===== src/stepper_position_controller_core_defines.svh =====
// Assertion macros used by the stepper position controller core.
`ifndef STEPPER_POSITION_CONTROLLER_CORE_DEFINES_SVH
`define STEPPER_POSITION_CONTROLLER_CORE_DEFINES_SVH

`ifndef ASSERT_OFF
`define STPC_ASSERT(label, clk, rst_n, prop, msg) \
  label: assert property (@(posedge clk) disable iff (!rst_n) prop) else $error(msg);
`define STPC_ASSERT_INV(label, clk, rst_n, cond, msg) \
  label: assert property (@(posedge clk) disable iff (!rst_n) (cond)) else $error(msg);
`else
`define STPC_ASSERT(label, clk, rst_n, prop, msg)
`define STPC_ASSERT_INV(label, clk, rst_n, cond, msg)
`endif

`endif


===== src/stpc_pkg.sv =====
// Shared types and codes of the stepper position controller.
package stpc_pkg;

  localparam logic [1:0] FUNC_TICK = 2'd0;
  localparam logic [1:0] FUNC_DEST = 2'd1;
  localparam logic [1:0] FUNC_STOP = 2'd2;

  localparam logic REG_MAX_POS = 1'b0;
  localparam logic REG_DWELL   = 1'b1;

  localparam int DWELL_RESET_VAL = 100;

  typedef struct packed {
    logic fwd;
    logic moving;
    logic delay;
  } stpc_flags_t;

endpackage


===== src/stepper_position_controller_core.sv =====
// Top level of the stepper position controller: input stage, state and result.
//
//  channel   | dir | handshake                       | payload
//  ----------+-----+---------------------------------+---------------------------------
//  s_axis    | in  | s_axis_tvalid / s_axis_tready   | tuser: func, tdata: target_steps
//  m_axis    | out | m_axis_tvalid / m_axis_tready   | tdata: position .. remaining
//  apb       | in  | psel / penable, pready always 1 | paddr, pwdata, prdata
//
// One item per cycle sustained while the result is not stalled.
// The item sits in an input register, the state registers double as the result register.
// A stalled result holds the state; the input register still takes one more item.
// Reset clears the state to position 0, forward, stopped, and loads register defaults.
`include "stepper_position_controller_core_defines.svh"

module stepper_position_controller_core #(
  parameter int POS_BITS   = 24,
  parameter int DWELL_BITS = 16
) (
  input  logic                                    clk_i,
  input  logic                                    rst_ni,
  input  logic                                    s_axis_tvalid,
  output logic                                    s_axis_tready,
  // target_steps
  input  logic [((POS_BITS+7)/8)*8-1:0]           s_axis_tdata,
  // func
  input  logic [1:0]                              s_axis_tuser,
  output logic                                    m_axis_tvalid,
  input  logic                                    m_axis_tready,
  // position, forward, pulsing, waiting_reverse, remaining
  output logic [((2*POS_BITS+3+7)/8)*8-1:0]       m_axis_tdata,
  input  logic                                    psel,
  input  logic                                    penable,
  input  logic                                    pwrite,
  input  logic [2:0]                              paddr,
  input  logic [31:0]                             pwdata,
  output logic [31:0]                             prdata,
  output logic                                    pready
);
  import stpc_pkg::*;

  localparam int OutFieldW = 2 * POS_BITS + 3;
  localparam int OutDataW  = ((OutFieldW + 7) / 8) * 8;

  logic [POS_BITS-1:0]   max_pos;
  logic [DWELL_BITS-1:0] dwell_reload;

  logic                  in_valid_q;
  logic [1:0]            func_q;
  logic [POS_BITS-1:0]   target_q;
  logic                  out_valid_q, out_valid_d;
  logic                  advance;

  logic [POS_BITS-1:0]   pos_q, pos_d;
  logic [POS_BITS-1:0]   left_q, left_d;
  logic [DWELL_BITS-1:0] dwell_q, dwell_d;
  stpc_flags_t           flags_q, flags_d;

  stpc_regs #(
    .POS_BITS  (POS_BITS),
    .DWELL_BITS(DWELL_BITS)
  ) u_regs (
    .clk_i         (clk_i),
    .rst_ni        (rst_ni),
    .psel          (psel),
    .penable       (penable),
    .pwrite        (pwrite),
    .paddr         (paddr),
    .pwdata        (pwdata),
    .prdata        (prdata),
    .pready        (pready),
    .max_pos_o     (max_pos),
    .dwell_reload_o(dwell_reload)
  );

  stpc_update #(
    .POS_BITS  (POS_BITS),
    .DWELL_BITS(DWELL_BITS)
  ) u_update (
    .max_pos_i     (max_pos),
    .dwell_reload_i(dwell_reload),
    .func_i        (func_q),
    .target_i      (target_q),
    .pos_i         (pos_q),
    .left_i        (left_q),
    .dwell_i       (dwell_q),
    .flags_i       (flags_q),
    .pos_o         (pos_d),
    .left_o        (left_d),
    .dwell_o       (dwell_d),
    .flags_o       (flags_d)
  );

  assign advance       = in_valid_q && (!out_valid_q || m_axis_tready);
  assign s_axis_tready = !in_valid_q || advance;
  assign out_valid_d   = advance || (out_valid_q && !m_axis_tready);

  always_ff @(posedge clk_i or negedge rst_ni) begin
    if (!rst_ni) begin
      in_valid_q  <= 1'b0;
      out_valid_q <= 1'b0;
    end else begin
      out_valid_q <= out_valid_d;
      if (s_axis_tready) begin
        in_valid_q <= s_axis_tvalid;
      end
    end
  end

  always_ff @(posedge clk_i) begin
    if (s_axis_tvalid && s_axis_tready) begin
      func_q   <= s_axis_tuser;
      target_q <= s_axis_tdata[POS_BITS-1:0];
    end
  end

  always_ff @(posedge clk_i or negedge rst_ni) begin
    if (!rst_ni) begin
      pos_q   <= '0;
      left_q  <= '0;
      dwell_q <= '0;
      flags_q <= '{fwd: 1'b1, moving: 1'b0, delay: 1'b0};
    end else if (advance) begin
      pos_q   <= pos_d;
      left_q  <= left_d;
      dwell_q <= dwell_d;
      flags_q <= flags_d;
    end
  end

  assign m_axis_tvalid = out_valid_q;
  assign m_axis_tdata  = {{(OutDataW - OutFieldW){1'b0}}, left_q, flags_q.delay,
                          flags_q.moving, flags_q.fwd, pos_q};

  `STPC_ASSERT_INV(a_not_moving_and_waiting, clk_i, rst_ni,
    !(flags_q.moving && flags_q.delay), "moving and reversal pending at once")
  `STPC_ASSERT_INV(a_moving_has_steps, clk_i, rst_ni,
    !flags_q.moving || (left_q != '0), "moving with no steps left")
  `STPC_ASSERT(a_stall_holds_state, clk_i, rst_ni,
    (out_valid_q && !m_axis_tready) |=> ($stable(pos_q) && $stable(left_q)),
    "state changed while result stalled")

endmodule


===== src/stpc_regs.sv =====
// APB configuration registers of the stepper position controller.
module stpc_regs #(
  parameter int POS_BITS   = 24,
  parameter int DWELL_BITS = 16
) (
  input  logic                  clk_i,
  input  logic                  rst_ni,
  input  logic                  psel,
  input  logic                  penable,
  input  logic                  pwrite,
  input  logic [2:0]            paddr,
  input  logic [31:0]           pwdata,
  output logic [31:0]           prdata,
  output logic                  pready,
  output logic [POS_BITS-1:0]   max_pos_o,
  output logic [DWELL_BITS-1:0] dwell_reload_o
);
  import stpc_pkg::*;

  logic [POS_BITS-1:0]   max_pos_q;
  logic [DWELL_BITS-1:0] dwell_reload_q;
  logic                  wr_en;

  assign pready = 1'b1;
  assign wr_en  = psel && penable && pwrite && pready;

  always_ff @(posedge clk_i or negedge rst_ni) begin
    if (!rst_ni) begin
      max_pos_q      <= '1;
      dwell_reload_q <= DWELL_BITS'(DWELL_RESET_VAL);
    end else if (wr_en) begin
      unique case (paddr[2])
        REG_MAX_POS: max_pos_q      <= pwdata[POS_BITS-1:0];
        REG_DWELL:   dwell_reload_q <= pwdata[DWELL_BITS-1:0];
        default:     max_pos_q      <= max_pos_q;
      endcase
    end
  end

  always_comb begin
    unique case (paddr[2])
      REG_MAX_POS: prdata = 32'(max_pos_q);
      REG_DWELL:   prdata = 32'(dwell_reload_q);
      default:     prdata = '0;
    endcase
  end

  assign max_pos_o      = max_pos_q;
  assign dwell_reload_o = dwell_reload_q;

endmodule


===== src/stpc_update.sv =====
// Next-state logic for one command item of the stepper position controller.
module stpc_update #(
  parameter int POS_BITS   = 24,
  parameter int DWELL_BITS = 16
) (
  input  logic [POS_BITS-1:0]   max_pos_i,
  input  logic [DWELL_BITS-1:0] dwell_reload_i,
  input  logic [1:0]            func_i,
  input  logic [POS_BITS-1:0]   target_i,
  input  logic [POS_BITS-1:0]   pos_i,
  input  logic [POS_BITS-1:0]   left_i,
  input  logic [DWELL_BITS-1:0] dwell_i,
  input  stpc_pkg::stpc_flags_t flags_i,
  output logic [POS_BITS-1:0]   pos_o,
  output logic [POS_BITS-1:0]   left_o,
  output logic [DWELL_BITS-1:0] dwell_o,
  output stpc_pkg::stpc_flags_t flags_o
);
  import stpc_pkg::*;

  logic [POS_BITS-1:0] dest;
  logic                want_fwd;

  assign dest = (target_i > max_pos_i) ? max_pos_i : target_i;

  always_comb begin
    pos_o    = pos_i;
    left_o   = left_i;
    dwell_o  = dwell_i;
    flags_o  = flags_i;
    want_fwd = 1'b0;
    unique case (func_i)
      FUNC_TICK: begin
        if (flags_i.moving) begin
          if (flags_i.fwd) begin
            if (pos_i < max_pos_i) pos_o = pos_i + 1'b1;
          end else if (pos_i != '0) begin
            pos_o = pos_i - 1'b1;
          end
          if (left_i <= POS_BITS'(1)) begin
            left_o         = '0;
            flags_o.moving = 1'b0;
          end else begin
            left_o = left_i - 1'b1;
          end
        end else if (dwell_i != '0) begin
          dwell_o = dwell_i - 1'b1;
        end else if (flags_i.delay) begin
          flags_o.fwd    = !flags_i.fwd;
          dwell_o        = dwell_reload_i;
          flags_o.moving = 1'b1;
          flags_o.delay  = 1'b0;
        end
      end
      FUNC_DEST: begin
        if (dest == pos_i) begin
          flags_o.moving = 1'b0;
          flags_o.delay  = 1'b0;
          left_o         = '0;
        end else begin
          want_fwd = dest > pos_i;
          left_o   = want_fwd ? (dest - pos_i) : (pos_i - dest);
          if (flags_i.fwd == want_fwd) begin
            dwell_o        = dwell_reload_i;
            flags_o.moving = 1'b1;
            flags_o.delay  = 1'b0;
          end else begin
            flags_o.delay  = 1'b1;
            flags_o.moving = 1'b0;
          end
        end
      end
      FUNC_STOP: begin
        flags_o.moving = 1'b0;
        flags_o.delay  = 1'b0;
        left_o         = '0;
      end
      default: begin
        pos_o = pos_i;
      end
    endcase
  end

endmodule

===== config.mk =====
export PLATFORM = sky130hd
export DESIGN_NAME = stepper_position_controller_core
export DESIGN_NICKNAME = d
export VERILOG_FILES = /design/src/stpc_pkg.sv /design/src/stepper_position_controller_core.sv /design/src/stpc_regs.sv /design/src/stpc_update.sv
export VERILOG_INCLUDE_DIRS = /design/src /design/src/src
export SDC_FILE = /design/constraint.sdc
export NUM_CORES = 1
export LEC_CHECK = 0
export BUFFER_PORTS_ARGS = -buffer_cell sky130_fd_sc_hd__buf_2
export CAP_MARGIN = 20
export CORE_MARGIN = 10
export CORE_UTILIZATION = 30
export DETAILED_ROUTE_END_ITERATION = 10
export GPL_TIMING_DRIVEN = 0
export MAX_ROUTING_LAYER = met4
export PLACE_DENSITY_LB_ADDON = 0.2
export SYNTH_ARGS = -nofsm -noshare
export SYNTH_HDL_FRONTEND = slang
export SYNTH_SLANG_ARGS = --single-unit

===== constraint.sdc =====
create_clock -name clk_i -period 5.45 [get_ports clk_i]
set_clock_uncertainty 0.2 [all_clocks]
set_input_delay 0.8175 -clock clk_i [delete_from_list [all_inputs] [get_ports clk_i]]
set_output_delay 0.8175 -clock clk_i [all_outputs]
set_load 0.05 [all_outputs]

-- Word-level counts from Yosys, hierarchy flattened
Index checks and enable logic that the tools add are counted.
Widths: inputs -> output; s select.
- register bits after elaboration: 135
- input bits: 68
- output and inout bits: 91
- word-level logic and storage cells: 86
- add/subtract/negate cells: 6
- $lt $le $gt $ge: 4
- equal/unequal tests: 11
- multiplexer cells: 24
- bitwise gates (word level): 3
- reductions and logical operators: 26
- operators with widths (operator ; number):
    $mux 24 ; 8
    $mux 16 ; 5
    $pmux 24 s3 ; 1
    $pmux 32 s2 ; 1
    $gt 24x24->1 ; 2
    $sub 24x1->24 const B ; 2
    $sub 24x24->24 ; 2
    $pmux 16 s2 ; 1
    $add 24x1->24 const B ; 1
    $eq 24x24->1 ; 1
    $le 24x1->1 const B ; 1
    $lt 24x24->1 ; 1
    $reduce_bool 24->1 ; 1
    $reduce_bool 16->1 ; 1
    $sub 16x1->16 const B ; 1
    $reduce_and 5->1 ; 2
    $mux 2 ; 4
    $ne 2x2->1 const B ; 4
    $pmux 2 s3 ; 1
    $reduce_and 2->1 ; 3
    $reduce_and 6->1 ; 1
    $logic_and 1x1->1 ; 5
    $logic_not 1->1 ; 4
    $ne 2x1->1 const B ; 2
    other kinds (12) ; 19

-- Longest topological paths before layout
Gate-level depths: netlist of run 1.
- depth after elaboration: 7
- gate-level depth with buffers: 25
- gate-level depth less buffers: 22

-- Cells and area by module
A second synthesis of run 1 with hierarchy kept.
- cell total of the unflattened synthesis: 1375
- area total of the unflattened synthesis: 12265.5 µm²
- by module, submodules not included (module ; times used ; cells an instance ; area an instance (µm²) ; sequential area each (µm²)):
    stpc_update ; 1 ; 1071 ; 6776.5 ; 0.0
    stepper_position_controller_core ; 1 ; 181 ; 3523.4 ; 2508.7
    stpc_regs ; 1 ; 123 ; 1965.6 ; 1034.7

-- Worst setup path after synthesis of run 1
OpenSTA, ideal clock, no wires.
- path kind: reg2reg
- from: register u_regs.max_pos_q[9] (netlist: u_regs.max_pos_o[9])
- to: register left_q[5]
- library setup time: 96 ps
- arrival time: 5140 ps
- data required time: 5154 ps
- setup slack: 14 ps
- cell stages (with the launch flop): 25
- path buffers: 4
- period minus slack after synthesis: 5436 ps
- path through: dfstp_2 > inv_1 > ha_1 > a21o_1 > a21o_1 > a21o_1 > a21o_1 > a211o_1 > a221oi_1 > o21ai_1 > o21ai_1 > buf_4 > buf_4 > mux2_1 > ha_1 > buf_4 > nand2_2 > nor3_4 > nand4_1 > or4_1 > buf_6 > nand2_8 > mux2_2 > o21a_1 > o31ai_1
- cells in the longest elaborated chain, start to end: 6
- elaborated cells between the ends (all ways): 9
- those cells by class: add/sub (2); order compare (2); eq/ne (1); mux (4)
- ends and longest elaborated chain (element ; RTL line ; text):
    start: declaration ; stpc_regs.sv:20 ; logic [POS_BITS-1:0] max_pos_q;
    start signal: assignment ; stpc_regs.sv:33 ; REG_MAX_POS: max_pos_q <= pwdata[POS_BITS-1:0];
    start signal: assignment ; stpc_regs.sv:35 ; default: max_pos_q <= max_pos_q;
    $gt 24x24->1 ; stpc_update.sv:24 ; assign dest = (target_i > max_pos_i) ? max_pos_i : target_i;
    $mux 24 (*) ; stpc_update.sv:24 ;
    $sub 24x24->24 or $gt 24x24->1 (tied branches) ; stpc_update.sv:62, stpc_update.sv:61 ;
    $mux 24 ; stpc_update.sv:62 ; left_o = want_fwd ? (dest - pos_i) : (pos_i - dest);
    $mux 24 (*) ; stpc_update.sv:56 ; if (dest == pos_i) begin
    $pmux 24 s3 (*) ; stpc_update.sv:32 ; unique case (func_i)
    end signal: assignment ; stepper_position_controller_core.sv:124 ; left_q <= left_d;
    end: declaration ; stepper_position_controller_core.sv:54 ; logic [POS_BITS-1:0] left_q, left_d;
Mark *: on every way between the ends. The rest lies on a longest branch, timed or not.
A chain may end at the register's enable or synchronous reset.

-- Worst setup path in the final report of run 1
- from: register u_regs.max_pos_q[9] (netlist: u_regs.max_pos_o[9])
- to: register left_q[19]
Same word-level chain as after synthesis.

==> flow_summary.yaml, run 1 <==
status:
  outcome: "finished, violations left"
  violations: "negative setup slack"
synthesis:
  yosysUniqueCellTypes: 89
  syn-cell-area_sq_um: 11600
  seq_area_frac_synth_pct: 30.4
  synth_common_cells: "ha_1, a21oi_1, o21ai_0"
  async_flop_share_pct: 80.7
  ys.flop_type: "dfrtp_1"
  yosysTopAreaCell: "dfrtp_1"
  netlist_instances: 1300
  synth_area_leaders: "dfrtp_1, ha_1, edfxtp_1"
  avgSynthCellArea_sq_um: 8.96
  synth.most_common_cell: "ha_1"
  synth_edf_count: 26
  ys_warn_count: 0
  yosysTopAreaCellShare_pct: 17.4
  ys_ff_latch: 135
global_routing:
  antenna_found_initial: 1
  grt_pass1_vias: 10700
  grt_max_degree: 76
  overflow: 0
  grt.total_usage_pct: 17.8
  grt_pass1_wl_mm: 63.6
die:
  die-area_sq_um: 47100
  die_height_um: 217
  initial_core_util_pct: 30.3
  die_w_um: 217
  rows: 72
  io_pins: 159
  core_area_sq_um: 38500
drt:
  top_layer: "met4"
  dr_wl_met2_mm: 19.1
  via_per_inst: 5.26
  drt_iter0_drc: 708
  drt_drc_violations_left: 0
  num_vias: 10800
  ant_nets: 0
  wl_met3_mm: 1.78
  drt-pass1-iter-count: 5
  routedWlPerCell_um: 20.6
  wirelength_mm: 42.4
  met1Wirelength_mm: 20.0
critical_path:
  crit_buf_inv: 5
  crit_family: "compound AO/OA/AOI/OAI gates"
  end_kind: "flop"
  arrival_ps: 5720
  crit_type: "flop to flop"
  critPathMaxStageDelay_ps: 560
  cp.required_ps: 5570
  path_common_cell: "a21o_1"
  crit_path_start_kind: "flop"
  worstPathMaxFanout: 8
  slowest_stage: "dfstp_2"
final_layout:
  nets: 1720
  multiInputGateArea_sq_um: 8190
  fillerInstances: 3909
  final_util_pct: 39.2
  regArea_sq_um: 3540
  stdcell_count: 2060
  drive_gt1_share_pct: 32.3
  areaGrowthSynthToFinish_pct: 29.7
sta:
  max_freq_mhz: 179
  rsz0062_at_grt: "true"
  period_share_pct: 103
  slew_violations: 0
  whs_ps: 97.3
  setup_viol: 35
  timing.slew.headroom_pct: 31.5
  setup_slack_ps: -147
  hold_viol_final: 0
  period_needed_ps: 5600
  tightest_slew_ps: 1020
min_path:
  hp-class: "input port to asynchronous set/reset pin"
flow_run:
  max-cap-violations: 0
power_and_ir_drop:
  p_total_mw: 10.1
  peakVddDrop_mv: 0.370
  power.static_leakage_nw: 6.66
  power_density_nw_per_um2: 669
placement:
  hpwl_mm: 32.4
  place.gp.congestion: 0.919
  dp_cells: 1965
  numPortBuffers: 134
cts:
  clk_pin_slew_ps: 60
  cts_tree: "done"
  cts.sinks: 135
  cts.path.max_buffers: 2
  numCtsBuffers: 17
  htreeDepth: 4
  clock_latency_ps: 440
  cts-root-buf: "clkbuf_16"
-- sequential cells by signal, summed over array words and instances, names as in the netlist --
name	flops
target_q	24
m_axis_tvalid	1
dwell_q	16
pos_q	24
left_q	24
m_axis_tdata	3
in_valid_q	1
u_regs.max_pos_o	24
u_regs.dwell_reload_o	16
func_q	2
-- per-stage QoR --
| stage | worst slack [ps] | area [sq um] | TNS [ps] |
|---|---|---|---|
| after floorplan | 13.9 | 11700 | 0 |
| after detailed placement | -845 | 13000 | -28900 |
| final | -147 | 15100 | -2360 |
| after CTS | -105 | 14400 | -1770 |
| after global placement | -851 | 13000 | -29290 |
| after global routing | -304 | 15100 | -8030 |
-- final timing paths --
kind / depth (start not counted) / from / to / slack (ps)
setup / recovery: 25 / u_regs.max_pos_o[9]$_DFFE_PN1P_ / left_q[19]$_DFFE_PN0P_ / -150
hold / removal: 1 / rst_ni / left_q[21]$_DFFE_PN0P_ / 100
setup reg to reg: 25 / u_regs.max_pos_o[9]$_DFFE_PN1P_ / left_q[19]$_DFFE_PN0P_ / -150
hold reg to reg: 2 / left_q[3]$_DFFE_PN0P_ / left_q[3]$_DFFE_PN0P_ / 320
max in group asynchronous: 2 / rst_ni / u_regs.max_pos_o[9]$_DFFE_PN1P_ / 4220
min in group clk_i: 2 / left_q[3]$_DFFE_PN0P_ / left_q[3]$_DFFE_PN0P_ / 320
-- layer usage --
layer,vias up,global-route usage [%]
li1,5207,-
met2,307,26.4
met4,0,7.69
met3,67,2.66
met1,5246,23.8
met5,-,-
-- cell families after synthesis --
| logic type | Yosys count | synth area share, % |
|---|---|---|
| fa+ha+maj | 125 | 13.6 |
| xor+xnor | 44 | 3.31 |
| buf+inv | 142 | 5.88 |
| flops | 135 | 30.4 |
| other cells | 2 | 0.0645 |
| mux | 107 | 9.92 |
| compound gates | 388 | 21.1 |
| simple gates | 357 | 15.6 |
-- timing repair --
item                                    4_1_cts  5_1_grt
buffers inserted                             32       33
gates resized for setup                     102       91
endpoints found under the hold margin         0        0
endpoints found under the setup margin       42       42
hold buffers                                  0        0
cloned                                        3        0
pin swaps                                    47       49
-- final cells by class --
type	count	area share (%)
diodes	2	0.0332
plain buffers	62	2.98
clock buffers	25	3.57
clock inverters	7	0.680
inverters	72	1.81
multi-input cells	1035	54.3
flip-flops and latches	135	23.5
well taps	518	4.29
repair buffers	204	8.89
-- cells in the final DEF, fill, tap and decap left out, types with 6 or more instances in the layout --
cell type / Yosys / layout
a21o_1: 37 / 37
a21oi_1: 107 / 93
a21oi_2: 0 / 11
a22oi_1: 7 / 7
a31oi_1: 10 / 9
and3_1: 8 / 7
buf_2: 13 / 138
buf_4: 26 / 73
buf_6: 5 / 20
clkbuf_1: 24 / 20
clkbuf_16: 0 / 20
conb_1: 2 / 14
dfrtp_1: 81 / 81
dfstp_2: 28 / 28
edfxtp_1: 26 / 26
ha_1: 122 / 105
ha_4: 0 / 13
inv_1: 72 / 70
mux2_2: 60 / 55
mux2_4: 0 / 11
mux2i_1: 40 / 30
mux2i_2: 0 / 6
nand2_1: 82 / 80
nand2b_1: 11 / 11
nand3_1: 24 / 20
nand4_1: 23 / 23
nor2_1: 98 / 96
nor2b_1: 11 / 9
nor3_1: 30 / 27
nor4_1: 17 / 15
o211ai_1: 7 / 7
o21a_1: 15 / 15
o21ai_0: 105 / 88
o21ai_1: 16 / 28
o21bai_1: 11 / 11
or3_1: 11 / 11
xnor2_1: 29 / 21
xnor2_2: 0 / 8
xor2_1: 15 / 12
-- report_power, final --
| group | internal (mW) | leakage, nW | switching (mW) |
|---|---|---|---|
| combinational | 2.91 | 4.82 | 4.13 |
| sequential | 1.35 | 1.53 | 0.457 |
| clock | 0.785 | 0.310 | 0.475 |
| total | 5.04 | 6.66 | 5.06 |
No activity file was read; power rests on OpenSTA's default activity.
==> run 2: changes to the inputs <==
--- a/config.mk
+++ b/config.mk
@@ -6,7 +6,8 @@
 export SDC_FILE = /design/constraint.sdc
 export NUM_CORES = 1
 export LEC_CHECK = 0
-export BUFFER_PORTS_ARGS = -buffer_cell sky130_fd_sc_hd__buf_2
+export ABC_AREA = 1
+export BUFFER_PORTS_ARGS = -buffer_cell sky130_fd_sc_hd__clkbuf_2
 export CAP_MARGIN = 20
 export CORE_MARGIN = 10
 export CORE_UTILIZATION = 30
==> run 2 against run 1 <==
  * The run now ends clean
  * Highest routed layer unchanged
  * Fmax increased by 11%
  * Critical endpoint is now left_q[20]$_DFFE_PN0P_
  * Combinational power is 18% lower
  * Clock-buffer cell count is 5 lower
  * First-iteration DRC count grew 18%
  * Cell area grew 3.1%
  * Largest power group unchanged
==> flow_summary.yaml, run 2 <==
die:
  rows: 77
  die_height_um: 231
  die-area_sq_um: 53500
  initial_core_util_pct: 30.3
  die_w_um: 231
  core_area_sq_um: 44200
  io_pins: 159
drt:
  drt_drc_violations_left: 0
  drt_iter0_drc: 835
  num_vias: 13700
  wirelength_mm: 48.7
  routedWlPerCell_um: 16.9
  drt-pass1-iter-count: 5
  via_per_inst: 4.74
  ant_nets: 0
power_and_ir_drop:
  power_density_nw_per_um2: 571
  power.static_leakage_nw: 8.50
  p_total_mw: 8.89
  peakVddDrop_mv: 0.345
synthesis:
  yosysTopAreaCell: "nand2_1"
  synth_top_family_by_area: "simple AND/OR/NAND/NOR gates"
  netlist_instances: 2120
  synth.most_common_cell: "nand2_1"
  synth_edf_count: 26
  synthAdderAreaFrac_pct: 11.8
  synth_area_leaders: "nand2_1, dfrtp_1, ha_1"
  syn-cell-area_sq_um: 13400
  synth_xor_area_share_pct: 4.38
  ys.flop_type: "dfrtp_1"
  avgSynthCellArea_sq_um: 6.32
  yosysTopAreaCellShare_pct: 18.8
  synthSimpleGateAreaFrac_pct: 33.4
  yosysUniqueCellTypes: 42
  synth_common_cells: "nand2_1, inv_1, o21ai_0"
  ys_ff_latch: 135
  synth_compound_area_share_pct: 12.1
  ys_warn_count: 0
  synthMuxAreaShare_pct: 0
  async_flop_share_pct: 80.7
  seq_area_frac_synth_pct: 26.4
status:
  outcome: "finished clean"
cts:
  ctsHoldBuffers: 0
  cts.path.max_buffers: 2
  post-cts-setup-buffer-count: 0
  cts_tree: "done"
  htreeDepth: 4
  cts.sinks: 135
  clk_pin_slew_ps: 70
  numCtsBuffers: 17
  cts-root-buf: "clkbuf_16"
  clock_latency_ps: 490
global_routing:
  grt.total_usage_pct: 18.8
  grt_pass1_wl_mm: 76.1
  grt_pass1_vias: 13600
  antenna_found_initial: 0
  overflow: 0
  grt_max_degree: 74
sta:
  period_needed_ps: 5060
  max_freq_mhz: 198
  rsz0062_at_grt: "false"
  setup_tns_ps: 0
  tightest_slew_ps: 997
  period_share_pct: 92.8
  slew_violations: 0
  timing.slew.headroom_pct: 33.5
  setup_slack_ps: 390
  hold_viol_final: 0
  setup_viol: 0
final_layout:
  areaGrowthSynthToFinish_pct: 16.1
  design_area_sq_um: 15600
  layout_commonest_cell: "nand2_1"
  nets: 2479
  final_util_pct: 35.2
  diodes: 0
  drive_gt1_share_pct: 11.5
  layout_common_cells: "nand2_1, inv_1, o21ai_0"
critical_path:
  crit_type: "flop to flop"
  crit_path_start_kind: "flop"
  arrival_ps: 5260
  crit_family: "simple AND/OR/NAND/NOR gates"
  critPathMaxStageDelay_ps: 590
  r2r_start: "u_regs.max_pos_o[15]$_DFFE_PN1P_"
  end_kind: "flop"
  path_common_cell: "nand3_1"
  crit_start: "u_regs.max_pos_o[15]$_DFFE_PN1P_"
  cp.required_ps: 5650
  crit_buf_inv: 7
  slowest_stage: "dfstp_2"
  worstPathMaxFanout: 16
min_path:
  hp-class: "input port to asynchronous set/reset pin"
placement:
  hpwl_mm: 41.2
  placed_area_sq_um: 14900
  place_ws_ps: -100
  place.gp.congestion: 0.922
  numPortBuffers: 134
flow_run:
  max-cap-violations: 0
-- run 2: cell types whose count changed after synthesis, sizes merged, moves of 31 or more --
cell,previous run,this run
nand3,24,150
xor2,15,46
inv,72,327
mux2i,40,0
nor2,99,175
o21ai,123,171
nand2,87,687
a21o,37,6
mux2,67,0
-- run 2: layer usage --
metal	GRT usage [%]	routed length, um	up-vias
li1	-	-	7045
met1	23.4	22600	6366
met2	30.8	23300	246
met3	2.91	1650	50
met4	6.31	1230	0
met5	-	0	-
-- run 2: final timing paths --
kind                                                        end  slack [ps]  cells after the start
worst max register to register           left_q[20]$_DFFE_PN0P_         390                     25
worst min register to register           dwell_q[0]$_DFFE_PN0P_         280                      2
min in group clk_i                       dwell_q[0]$_DFFE_PN0P_         280                      2
worst max-delay path                     left_q[20]$_DFFE_PN0P_         390                     25
max in group asynchronous       u_regs.max_pos_o[4]$_DFFE_PN1P_        4280                      2
worst min-delay path                      pos_q[19]$_DFFE_PN0P_          70                      1
-- run 2: metrics by stage --
stage / hold slack (ps) / instances
after CTS: 45.1 / 2891
final: 72.8 / 2891
after detailed placement: 260 / 2860
after global routing: 78.7 / 2891
after floorplan: 242 / 2132
after global placement: 254 / 2858
-- run 2: kinds of logic (layout without fill, tap and decap cells) --
kind of cell    after synthesis  after routing
fa+ha+maj                   125            125
simple gates               1080           1080
compound gates              313            313
xor+xnor                     67             67
flops                       135            135
other cells                   2             14
buf+inv                     398            565
-- run 2: power by group --
part           internal, mW  switching [mW]  total (mW)
combinational          1.78            4.00        5.78
sequential             1.36           0.536        1.89
clock                 0.669           0.545        1.21
-- run 2: layout make-up --
type,count,area (sq um)
inverter,330,1240
clock inverter,12,119
clock buffer,20,489
buffer,67,352
multi-input combinational,1599,8350
sequential,135,3540
fill,4914,28700
timing repair buffer,136,734
tap,592,741
-- run 2: timing repair --
| item | 4_1_cts | 5_1_grt |
|---|---|---|
| pin swaps | 0 | 0 |
| endpoints found under the hold margin | 0 | 0 |
| setup endpoints to repair | 10 | 40 |
| gates resized for setup | 1 | 22 |
